==> config.mk <==
export PLATFORM = sky130hd
export DESIGN_NAME = aging_priority_scheduler_top
export DESIGN_NICKNAME = d
export VERILOG_FILES = /design/src/rtl/apsch_pkg.sv /design/src/rtl/apsch_cell.sv /design/src/rtl/apsch_ctrl.sv /design/src/rtl/aging_priority_scheduler_top.sv
export SDC_FILE = /design/constraint.sdc
export NUM_CORES = 2
export LEC_CHECK = 0
export BUFFER_PORTS_ARGS = -buffer_cell sky130_fd_sc_hd__buf_2
export CAP_MARGIN = 20
export CELL_PAD_IN_SITES_DETAIL_PLACEMENT = 1
export CELL_PAD_IN_SITES_GLOBAL_PLACEMENT = 1
export CORE_MARGIN = 1
export CORE_UTILIZATION = 31
export DETAILED_ROUTE_END_ITERATION = 7
export PLACE_DENSITY = 0.52
export REMOVE_ABC_BUFFERS = 1
export SYNTH_ARGS = -nofsm -noshare
export SYNTH_HDL_FRONTEND = slang
export SYNTH_SLANG_ARGS = --single-unit
==> constraint.sdc <==
create_clock -name clk -period 5 [get_ports clk]
set_clock_uncertainty 0.05 [all_clocks]
set_input_delay 0.25 -clock clk [delete_from_list [all_inputs] [get_ports clk]]
set_output_delay 0.25 -clock clk [all_outputs]
set_load 0.02 [all_outputs]
==> src/rtl/apsch_pkg.sv <==
// Shared types, constants and helper functions of the aging priority scheduler.
package apsch_pkg;

    localparam int SLOTS_DEF  = 16;
    localparam int ID_W       = 8;
    localparam int LEN_W      = 16;
    localparam int PRIO_W     = 16;
    localparam int WAIT_W     = 16;
    localparam int GAIN_W     = 4;
    localparam int STATUS_W   = 3;
    localparam int CFG_IDX_W  = 2;

    localparam logic [GAIN_W-1:0] RUN_GAIN_RST  = 4'd1;
    localparam logic [GAIN_W-1:0] WAIT_GAIN_RST = 4'd2;

    // Command codes of an input item.
    localparam logic CMD_ADD  = 1'b0;
    localparam logic CMD_TICK = 1'b1;

    // Configuration register indexes.
    localparam logic [CFG_IDX_W-1:0] REG_RUN_GAIN  = 2'd0;
    localparam logic [CFG_IDX_W-1:0] REG_WAIT_GAIN = 2'd1;

    typedef enum logic [STATUS_W-1:0] {
        RES_IDLE     = 3'd0,
        RES_RAN      = 3'd1,
        RES_DONE     = 3'd2,
        RES_ADDED    = 3'd3,
        RES_REJECTED = 3'd4
    } status_t;

    typedef enum logic [2:0] {
        CS_IDLE,
        CS_SCAN1,
        CS_DECIDE,
        CS_SCAN2,
        CS_FINISH
    } ctrl_state_t;

    // Running result of the compare chain; indexes travel on separate ports.
    typedef struct packed {
        logic              best_found;
        logic [PRIO_W-1:0] best_prio;
        logic              free_found;
        logic [ID_W-1:0]   sel_id;
        logic [WAIT_W-1:0] sel_wait;
        logic [LEN_W-1:0]  sel_rem;
        logic [PRIO_W-1:0] sel_prio;
    } cand_t;

    // Broadcast control from the sequencer to every cell.
    typedef struct packed {
        logic              wr;
        logic              tick;
        logic              clr;
        logic              skip_en;
        logic [ID_W-1:0]   id;
        logic [LEN_W-1:0]  burst;
        logic [GAIN_W-1:0] run_gain;
        logic [GAIN_W-1:0] wait_gain;
    } cell_ctl_t;

    function automatic logic [PRIO_W-1:0] sat_add(input logic [PRIO_W-1:0] a,
                                                 input logic [GAIN_W-1:0] b);
        logic [PRIO_W:0] s;
        s = {1'b0, a} + {{(PRIO_W + 1 - GAIN_W){1'b0}}, b};
        return s[PRIO_W] ? {PRIO_W{1'b1}} : s[PRIO_W-1:0];
    endfunction

endpackage

==> src/rtl/apsch_cell.sv <==
// One process slot of the scheduler with its stage of the compare chain.
module apsch_cell #(
    parameter int SLOTS = apsch_pkg::SLOTS_DEF,
    parameter int IDX   = 0,
    parameter int IW    = $clog2(SLOTS)
) (
    input  logic                clk,
    input  logic                rst_n,
    input  apsch_pkg::cell_ctl_t ctl,
    input  logic [IW-1:0]       tgt_idx,
    input  logic [IW-1:0]       wr_idx,
    input  apsch_pkg::cand_t    cand_in,
    input  logic [IW-1:0]       best_idx_in,
    input  logic [IW-1:0]       free_idx_in,
    output apsch_pkg::cand_t    cand_out,
    output logic [IW-1:0]       best_idx_out,
    output logic [IW-1:0]       free_idx_out
);
    import apsch_pkg::*;

    localparam logic [IW-1:0] MY_IDX = IW'(IDX);

    logic              valid_reg, valid_next;
    logic [ID_W-1:0]   id_reg, id_next;
    logic [LEN_W-1:0]  rem_reg, rem_next;
    logic [PRIO_W-1:0] prio_reg, prio_next;
    logic [WAIT_W-1:0] wait_reg, wait_next;
    cand_t             cand_reg, cand_next;
    logic [IW-1:0]     best_idx_reg, best_idx_next;
    logic [IW-1:0]     free_idx_reg, free_idx_next;
    logic              mine;
    logic              eligible;

    assign mine     = (tgt_idx == MY_IDX);
    assign eligible = valid_reg && !(ctl.skip_en && mine);

    // Slot state update.
    always_comb
    begin
        valid_next = valid_reg;
        id_next    = id_reg;
        rem_next   = rem_reg;
        prio_next  = prio_reg;
        wait_next  = wait_reg;
        if (ctl.wr && (wr_idx == MY_IDX))
        begin
            valid_next = 1'b1;
            id_next    = ctl.id;
            rem_next   = ctl.burst;
            prio_next  = '0;
            wait_next  = '0;
        end
        else if (ctl.tick && valid_reg)
        begin
            if (mine)
            begin
                if (rem_reg != '0)
                begin
                    rem_next = rem_reg - LEN_W'(1);
                end
                prio_next = sat_add(prio_reg, ctl.run_gain);
            end
            else
            begin
                prio_next = sat_add(prio_reg, ctl.wait_gain);
                wait_next = sat_add(wait_reg, GAIN_W'(1));
            end
        end
        if (ctl.clr && mine)
        begin
            valid_next = 1'b0;
        end
    end

    // Chain stage: earlier slots win ties, so only a strictly higher priority takes over.
    always_comb
    begin
        cand_next     = cand_in;
        best_idx_next = best_idx_in;
        free_idx_next = free_idx_in;
        if (eligible && (!cand_in.best_found || (prio_reg > cand_in.best_prio)))
        begin
            cand_next.best_found = 1'b1;
            cand_next.best_prio  = prio_reg;
            best_idx_next        = MY_IDX;
        end
        if (!cand_in.free_found && !valid_reg)
        begin
            cand_next.free_found = 1'b1;
            free_idx_next        = MY_IDX;
        end
        if (mine)
        begin
            cand_next.sel_id   = id_reg;
            cand_next.sel_wait = wait_reg;
            cand_next.sel_rem  = rem_reg;
            cand_next.sel_prio = prio_reg;
        end
    end

    always_ff @(posedge clk or negedge rst_n)
    begin
        if (!rst_n)
        begin
            valid_reg    <= 1'b0;
            cand_reg     <= '0;
            best_idx_reg <= '0;
            free_idx_reg <= '0;
        end
        else
        begin
            valid_reg    <= valid_next;
            cand_reg     <= cand_next;
            best_idx_reg <= best_idx_next;
            free_idx_reg <= free_idx_next;
        end
    end

    always_ff @(posedge clk)
    begin
        id_reg   <= id_next;
        rem_reg  <= rem_next;
        prio_reg <= prio_next;
        wait_reg <= wait_next;
    end

    assign cand_out     = cand_reg;
    assign best_idx_out = best_idx_reg;
    assign free_idx_out = free_idx_reg;

endmodule

==> src/rtl/apsch_ctrl.sv <==
// Sequencer of the scheduler: scan timing, decisions and the result register.
module apsch_ctrl #(
    parameter int SLOTS = apsch_pkg::SLOTS_DEF,
    parameter int IW    = $clog2(SLOTS)
) (
    input  logic                            clk,
    input  logic                            rst_n,
    input  logic                            start,
    input  logic                            command,
    input  logic [apsch_pkg::ID_W-1:0]      process_id,
    input  logic [apsch_pkg::LEN_W-1:0]     burst_length,
    input  logic [apsch_pkg::GAIN_W-1:0]    run_gain,
    input  logic [apsch_pkg::GAIN_W-1:0]    wait_gain,
    input  apsch_pkg::cand_t                cand,
    input  logic [IW-1:0]                   best_idx,
    output apsch_pkg::cell_ctl_t            ctl,
    output logic [IW-1:0]                   tgt_idx,
    output logic                            busy,
    output logic                            done,
    output logic [apsch_pkg::STATUS_W-1:0]  status,
    output logic [apsch_pkg::ID_W-1:0]      out_id,
    output logic [apsch_pkg::WAIT_W-1:0]    wait_total,
    output logic [apsch_pkg::LEN_W-1:0]     remaining_left
);
    import apsch_pkg::*;

    localparam logic [IW-1:0] CNT_LAST = IW'(SLOTS - 1);

    ctrl_state_t       state_reg, state_next;
    logic [IW-1:0]     cnt_reg, cnt_next;
    logic              cmd_reg, cmd_next;
    logic [ID_W-1:0]   pid_reg, pid_next;
    logic [LEN_W-1:0]  burst_reg, burst_next;
    logic [IW-1:0]     cur_reg, cur_next;
    logic              cur_valid_reg, cur_valid_next;
    logic              done_reg, done_next;
    status_t           status_reg, status_next;
    logic [ID_W-1:0]   out_id_reg, out_id_next;
    logic [WAIT_W-1:0] wait_reg, wait_next;
    logic [LEN_W-1:0]  rem_reg, rem_next;

    always_ff @(posedge clk or negedge rst_n)
    begin
        if (!rst_n)
        begin
            state_reg     <= CS_IDLE;
            cnt_reg       <= '0;
            cur_reg       <= '0;
            cur_valid_reg <= 1'b0;
            done_reg      <= 1'b0;
        end
        else
        begin
            state_reg     <= state_next;
            cnt_reg       <= cnt_next;
            cur_reg       <= cur_next;
            cur_valid_reg <= cur_valid_next;
            done_reg      <= done_next;
        end
    end

    always_ff @(posedge clk)
    begin
        cmd_reg    <= cmd_next;
        pid_reg    <= pid_next;
        burst_reg  <= burst_next;
        status_reg <= status_next;
        out_id_reg <= out_id_next;
        wait_reg   <= wait_next;
        rem_reg    <= rem_next;
    end

    always_comb
    begin
        state_next     = state_reg;
        cnt_next       = cnt_reg;
        cmd_next       = cmd_reg;
        pid_next       = pid_reg;
        burst_next     = burst_reg;
        cur_next       = cur_reg;
        cur_valid_next = cur_valid_reg;
        done_next      = 1'b0;
        status_next    = status_reg;
        out_id_next    = out_id_reg;
        wait_next      = wait_reg;
        rem_next       = rem_reg;
        tgt_idx        = cur_reg;

        ctl           = '0;
        ctl.id        = pid_reg;
        ctl.burst     = burst_reg;
        ctl.run_gain  = run_gain;
        ctl.wait_gain = wait_gain;

        case (state_reg)
            CS_IDLE:
            begin
                if (start)
                begin
                    cmd_next   = command;
                    pid_next   = process_id;
                    burst_next = burst_length;
                    cnt_next   = '0;
                    state_next = CS_SCAN1;
                end
            end
            CS_SCAN1:
            begin
                cnt_next = cnt_reg + IW'(1);
                if (cnt_reg == CNT_LAST)
                begin
                    state_next = CS_DECIDE;
                end
            end
            CS_DECIDE:
            begin
                state_next = CS_IDLE;
                done_next  = 1'b1;
                if (cmd_reg == CMD_ADD)
                begin
                    out_id_next = pid_reg;
                    wait_next   = '0;
                    if ((burst_reg == '0) || !cand.free_found)
                    begin
                        status_next = RES_REJECTED;
                        rem_next    = '0;
                    end
                    else
                    begin
                        ctl.wr      = 1'b1;
                        status_next = RES_ADDED;
                        rem_next    = burst_reg;
                    end
                end
                else if (!cur_valid_reg && !cand.best_found)
                begin
                    status_next = RES_IDLE;
                    out_id_next = '0;
                    wait_next   = '0;
                    rem_next    = '0;
                end
                else
                begin
                    // Pick a current process if none is held, then run one unit.
                    if (!cur_valid_reg)
                    begin
                        tgt_idx  = best_idx;
                        cur_next = best_idx;
                    end
                    cur_valid_next = 1'b1;
                    ctl.tick       = 1'b1;
                    done_next      = 1'b0;
                    cnt_next       = '0;
                    state_next     = CS_SCAN2;
                end
            end
            CS_SCAN2:
            begin
                ctl.skip_en = 1'b1;
                cnt_next    = cnt_reg + IW'(1);
                if (cnt_reg == CNT_LAST)
                begin
                    state_next = CS_FINISH;
                end
            end
            CS_FINISH:
            begin
                ctl.skip_en = 1'b1;
                state_next  = CS_IDLE;
                done_next   = 1'b1;
                out_id_next = cand.sel_id;
                wait_next   = cand.sel_wait;
                if (cand.sel_rem == '0)
                begin
                    ctl.clr        = 1'b1;
                    status_next    = RES_DONE;
                    rem_next       = '0;
                    cur_valid_next = cand.best_found;
                    if (cand.best_found)
                    begin
                        cur_next = best_idx;
                    end
                end
                else
                begin
                    status_next = RES_RAN;
                    rem_next    = cand.sel_rem;
                    if (cand.best_found && (cand.best_prio >= cand.sel_prio))
                    begin
                        cur_next = best_idx;
                    end
                end
            end
            default:
            begin
                state_next = CS_IDLE;
            end
        endcase
    end

    assign busy           = (state_reg != CS_IDLE);
    assign done           = done_reg;
    assign status         = status_reg;
    assign out_id         = out_id_reg;
    assign wait_total     = wait_reg;
    assign remaining_left = rem_reg;

endmodule

==> src/rtl/aging_priority_scheduler_top.sv <==
// Top level of the aging priority scheduler: configuration, sequencer and slot chain.
// An add item and a tick with no process are decided after one scan of the slot table;
// any other tick runs one unit, scans the table a second time, and then strobes its result.
// Each scan lets the registered compare chain settle through all of its slot stages.
// The receiver cannot stall; the next item is accepted in the cycle its predecessor's result is on the ports.
// Reset empties all slots, drops the current process and sets the gains (run 1, wait 2) at once.
module aging_priority_scheduler_top #(
    parameter int SLOTS = apsch_pkg::SLOTS_DEF
) (
    input  logic                             clk,
    input  logic                             rst_n,
    input  logic                             start,
    output logic                             busy,
    input  logic                             command,
    input  logic [apsch_pkg::ID_W-1:0]       process_id,
    input  logic [apsch_pkg::LEN_W-1:0]      burst_length,
    output logic                             done,
    output logic [apsch_pkg::STATUS_W-1:0]   status,
    output logic [apsch_pkg::ID_W-1:0]       out_id,
    output logic [apsch_pkg::WAIT_W-1:0]     wait_total,
    output logic [apsch_pkg::LEN_W-1:0]      remaining_left,
    input  logic                             cfg_valid,
    output logic                             cfg_ready,
    input  logic [apsch_pkg::CFG_IDX_W-1:0]  cfg_index,
    input  logic [apsch_pkg::GAIN_W-1:0]     cfg_data
);
    import apsch_pkg::*;

    localparam int IW = $clog2(SLOTS);

    logic [GAIN_W-1:0] run_gain_reg, run_gain_next;
    logic [GAIN_W-1:0] wait_gain_reg, wait_gain_next;

    cell_ctl_t     ctl;
    logic [IW-1:0] tgt_idx;

    // The chain runs from slot 0 upward; stage k holds the best candidate among
    // slots 0 to k-1, the lowest free slot, and the fields of the targeted slot.
    cand_t         cand_chain [SLOTS+1];
    logic [IW-1:0] best_chain [SLOTS+1];
    logic [IW-1:0] free_chain [SLOTS+1];

    // The configuration port never stalls; writes to unknown indexes are dropped.
    assign cfg_ready = 1'b1;

    always_comb
    begin
        run_gain_next  = run_gain_reg;
        wait_gain_next = wait_gain_reg;
        if (cfg_valid)
        begin
            case (cfg_index)
                REG_RUN_GAIN:  run_gain_next  = cfg_data;
                REG_WAIT_GAIN: wait_gain_next = cfg_data;
                default:       run_gain_next  = run_gain_reg;
            endcase
        end
    end

    always_ff @(posedge clk or negedge rst_n)
    begin
        if (!rst_n)
        begin
            run_gain_reg  <= RUN_GAIN_RST;
            wait_gain_reg <= WAIT_GAIN_RST;
        end
        else
        begin
            run_gain_reg  <= run_gain_next;
            wait_gain_reg <= wait_gain_next;
        end
    end

    // The sequencer lets the chain settle after any change of slot state so the
    // last chain stage reflects the whole table before it decides.
    apsch_ctrl #(
        .SLOTS (SLOTS),
        .IW    (IW)
    ) u_ctrl (
        .clk            (clk),
        .rst_n          (rst_n),
        .start          (start),
        .command        (command),
        .process_id     (process_id),
        .burst_length   (burst_length),
        .run_gain       (run_gain_reg),
        .wait_gain      (wait_gain_reg),
        .cand           (cand_chain[SLOTS]),
        .best_idx       (best_chain[SLOTS]),
        .ctl            (ctl),
        .tgt_idx        (tgt_idx),
        .busy           (busy),
        .done           (done),
        .status         (status),
        .out_id         (out_id),
        .wait_total     (wait_total),
        .remaining_left (remaining_left)
    );

    assign cand_chain[0] = '0;
    assign best_chain[0] = '0;
    assign free_chain[0] = '0;

    // An add writes the lowest free slot, which is what the chain's end reports.
    for (genvar k = 0; k < SLOTS; k++)
    begin : g_cell
        apsch_cell #(
            .SLOTS (SLOTS),
            .IDX   (k),
            .IW    (IW)
        ) u_cell (
            .clk          (clk),
            .rst_n        (rst_n),
            .ctl          (ctl),
            .tgt_idx      (tgt_idx),
            .wr_idx       (free_chain[SLOTS]),
            .cand_in      (cand_chain[k]),
            .best_idx_in  (best_chain[k]),
            .free_idx_in  (free_chain[k]),
            .cand_out     (cand_chain[k+1]),
            .best_idx_out (best_chain[k+1]),
            .free_idx_out (free_chain[k+1])
        );
    end

`ifndef SYNTHESIS
    // A result is only produced as the sequencer returns to idle.
    a_done_idle: assert property (@(posedge clk) disable iff (!rst_n)
        done |-> !busy)
        else $error("result strobe while the sequencer is busy");

    // No item completes right after its acceptance.
    a_no_early_result: assert property (@(posedge clk) disable iff (!rst_n)
        (start && !busy) |=> !done)
        else $error("result strobe right after an accepted item");

    // An accepted add always carries its nonzero burst back.
    a_added_burst: assert property (@(posedge clk) disable iff (!rst_n)
        (done && (status == RES_ADDED)) |-> (remaining_left != '0))
        else $error("added process reported with zero burst");

    // A process that ran but did not complete still has work left.
    a_ran_left: assert property (@(posedge clk) disable iff (!rst_n)
        (done && (status == RES_RAN)) |-> (remaining_left != '0))
        else $error("running process reported with zero remaining burst");
`endif

endmodule

==> metrics <==
status=complete, no violations; Routed WL per cell=23.4 um; Final nets=approximately 12,000; FFs w/ async S/R, synth=a little under 60%; Initial Util=31.2%; IO Port Bufs=79; H-tree levels=5; Reg-to-Reg Start=wait_gain_reg[1]; CP Max Fanout=17; crit start category=flip-flop; final instance area=126,000 sq um; CTS clock-pin slew for the worst setup and hold paths=0.06 ns; clock latency on the worst-skew pair=0.92 ns; core area=353,000 sq um; Internal=approximately 33,000 uW; R2R Setup Slk=0.67 ns; max reg flops=1,184; DRC Markers=0; RSZ-0062 raised after global routing=no; die area=357,000 sq um; R2R Path End=g_cell[10].u_cell.prio_reg[11]; Post-Syn Area=110,000 sq um; crit path kind=reg -> reg; net switching power=~11,000 uW; Max-Cap Viols=0; CP required=around 5.8 ns; CTS Buf Count=280; post-layout util=35.8%; FMAX=roughly 0.23 GHz; Slew headroom=around an eighth; ys flop type=dfrtp_1; RePlAce Congestion=0.842; Pins Over Slew Limit=0; Hold Slack=0.0799 ns; remaining antenna violation count=0; Gate power share=7.0%; critical path capture point type=flip-flop; worst IR drop on VDD=0.245 mV; first-pass GRT wire length=594,000 um; multi-input combinational cell area=49,300 sq um; CTS tree=done; largest net degree at the start of global routing=160; CTS max path bufs=4; placed cell count=roughly 16,000; TritonRoute pass-1 iters=5; vias in the first global route=91,900; final hold violations=0; Placed Area=116,000 sq um; initial antenna violation count=16; Least-Margin Pin Slew=1.29 ns; I/O Pins=between 80 and 90; initial detailed-routing violation count=between 5,000 and 6,000; post_cts resized=0; wirelength, routed=393,000 um; # rows=roughly 220; GRT Residual Overflow=0; register area share after synthesis=51.7%; EDFF count, synth=452; layout cell share with drive strength beyond 1=approximately a tenth; fillers=40,000; vias post-DR=86,100; HP Class=in -> async; Total GRT Usage=21.7%; Die Wd=597 um; Vias/cell=5.11; min Tclk post-route=4.33 ns; Layout Cells excl Fill=16,800; Synth Register Bits=~2,300; Ys Warns=0; Power per Cell Area=~350 nW/um^2; sequential cell area=56,800 sq um; Worst Path Arrival=~5.1 ns; Avg Cell Area, Syn=9.34 sq um; clock power share=a little under half; Final setup viols=0; crit share post-route=86.6%; sequential share of power=45.6%; Layout Area Growth over Synthesis=14.9%; dpl hpwl=282,000 um; Die Y=roughly 600 um; synth unique cells=around 100; leak pwr=0.0546 uW; Post-Synthesis Cells=11,800; Sw Ratio=25.2%; reg2reg path depth=8; CTS Sinks=2,283; Clk Tree Root Cell=clkbuf_16
-- synth_stat cells, types with 74 or more instances --
library cell / count / share of area (%)
nand2_1: 3086 / 11
inv_1: 411 / 1.4
dfxtp_1: 512 / 9.3
and3_1: 150 / 0.85
or2_2: 74 / 0.42
buf_2: 107 / 0.49
mux2_2: 244 / 2.5
ha_1: 417 / 4.7
and2_1: 122 / 0.69
nor4_1: 109 / 0.62
a21o_1: 83 / 0.57
a21oi_1: 661 / 3.0
nand3_1: 304 / 1.4
edfxtp_1: 452 / 12
dfrtp_1: 1317 / 30
o21ai_0: 531 / 2.4
a211oi_1: 81 / 0.55
clkbuf_1: 388 / 1.3
nor2b_1: 106 / 0.60
nor2_1: 624 / 2.1
xnor2_1: 250 / 2.0
nand4_1: 203 / 1.2
mux2i_1: 117 / 1.1
nand2b_1: 92 / 0.52
a31oi_1: 94 / 0.53
xor2_1: 247 / 2.0
nor3_1: 213 / 0.97
-- cell families (layout without fill, tap and decap cells) --
group	count (synthesis)	in the layout	share of synthesized area (%)
xor+xnor	497	497	3.96
mux	364	364	3.60
fa+ha+maj	449	449	5.33
other cells	1	4	0.00341
compound gates	1873	1873	10.3
flops	2283	2283	51.7
buf+inv	1009	1349	3.68
simple gates	5294	5294	21.5
-- power groups by stage --
stage	Sequential (uW)	Combinational (uW)	Clock, uW
after floorplan	20200	1490	0
after global placement	20500	2960	0
after detailed placement	20500	3050	0
after CTS	20100	3110	21500
after global routing	20200	3370	22200
final	20100	3070	20900
-- per-stage QoR --
step / power (uW) / setup TNS [ns] / worst slack [ns]
finish: 44000 / 0 / 0.671
global route: 45700 / 0 / 0.515
CTS: 44700 / 0 / 0.765
detailed placement: 23500 / 0 / 0.759
global placement: 23400 / 0 / 0.554
floorplan: 21700 / -227.28 / -1.78
-- critical path: stages (launching register included) --
cell	delay, ns
dfstp_2	0.54
buf_4	0.62
ha_1	0.28
a211oi_1	0.09
o21ai_0	0.47
nand4_1	0.36
o31ai_1	1.12
a32oi_1	0.50
nand2_1	0.19
-- metal layers --
| metal | GRT usage (%) | up-vias | routed length [um] |
|---|---|---|---|
| li1 | - | 40400 | - |
| met1 | 28.7 | 43600 | 178000 |
| met2 | 37.0 | 1481 | 189000 |
| met3 | 2.56 | 546 | 13800 |
| met4 | 6.81 | 0 | 12700 |
| met5 | 0 | - | 0 |
-- how the worst max path moves through the flow --
stage	to	start	slack, ns
2_1_floorplan	g_cell[9].u_cell.cand_out[57]	u_ctrl.state_reg[2]	-1.78
3_3_place_gp	g_cell[0].u_cell.rem_reg[9]	u_ctrl.cur_reg[1]	0.55
3_5_place_dp	g_cell[10].u_cell.prio_reg[11]	wait_gain_reg[1]	0.76
4_1_cts	g_cell[10].u_cell.prio_reg[11]	wait_gain_reg[1]	0.77
5_1_grt	g_cell[14].u_cell.wait_reg[13]	u_ctrl.state_reg[2]	0.51
6_report	g_cell[10].u_cell.prio_reg[11]	wait_gain_reg[1]	0.67
-- cells in the final DEF, fill, tap and decap left out, types with 43 or more instances in the layout --
cell type      Yosys  layout
edfxtp_1         452     452
ha_1             417     417
a21oi_1          661     659
dfxtp_1          512     512
or2_2             74      74
and3_1           150     150
buf_4             13     241
clkinv_2           0      48
and2_1           122     118
xnor2_1          250     250
buf_2            107      78
nand2b_1          92      92
dfrtp_1         1317    1311
o21ai_0          531     524
mux2_2           244     244
nor3_1           213     208
nand2_1         3086    3082
inv_1            411     409
nand3_1          304     303
clkbuf_8           0      43
a21o_1            83      80
nand4_1          203     203
dlygate4sd3_1      0      64
a31oi_1           94      94
nor2b_1          106     106
clkbuf_16          0     289
xor2_1           247     247
clkbuf_1         388      66
nor4_1           109     107
a211oi_1          81      75
mux2i_1          117     112
nor2_1           624     618
-- final cells by class --
cell class / instances / share of cell area, %
antenna: 3 / 0.00594
inverter: 425 / 1.26
multi-input combinational: 8478 / 39.0
sequential: 2283 / 45.0
tap: 4730 / 4.69
timing repair buffer: 408 / 2.63
clock inverter: 118 / 1.00
clock buffer: 398 / 6.39
-- what timing repair did --
item,4_1_cts,5_1_grt
hold endpoints to repair,825,0
setup endpoints to repair,0,0
buffers inserted,0,0
hold buffers,65,0
Note: power is estimated with default switching activity, not from simulation.
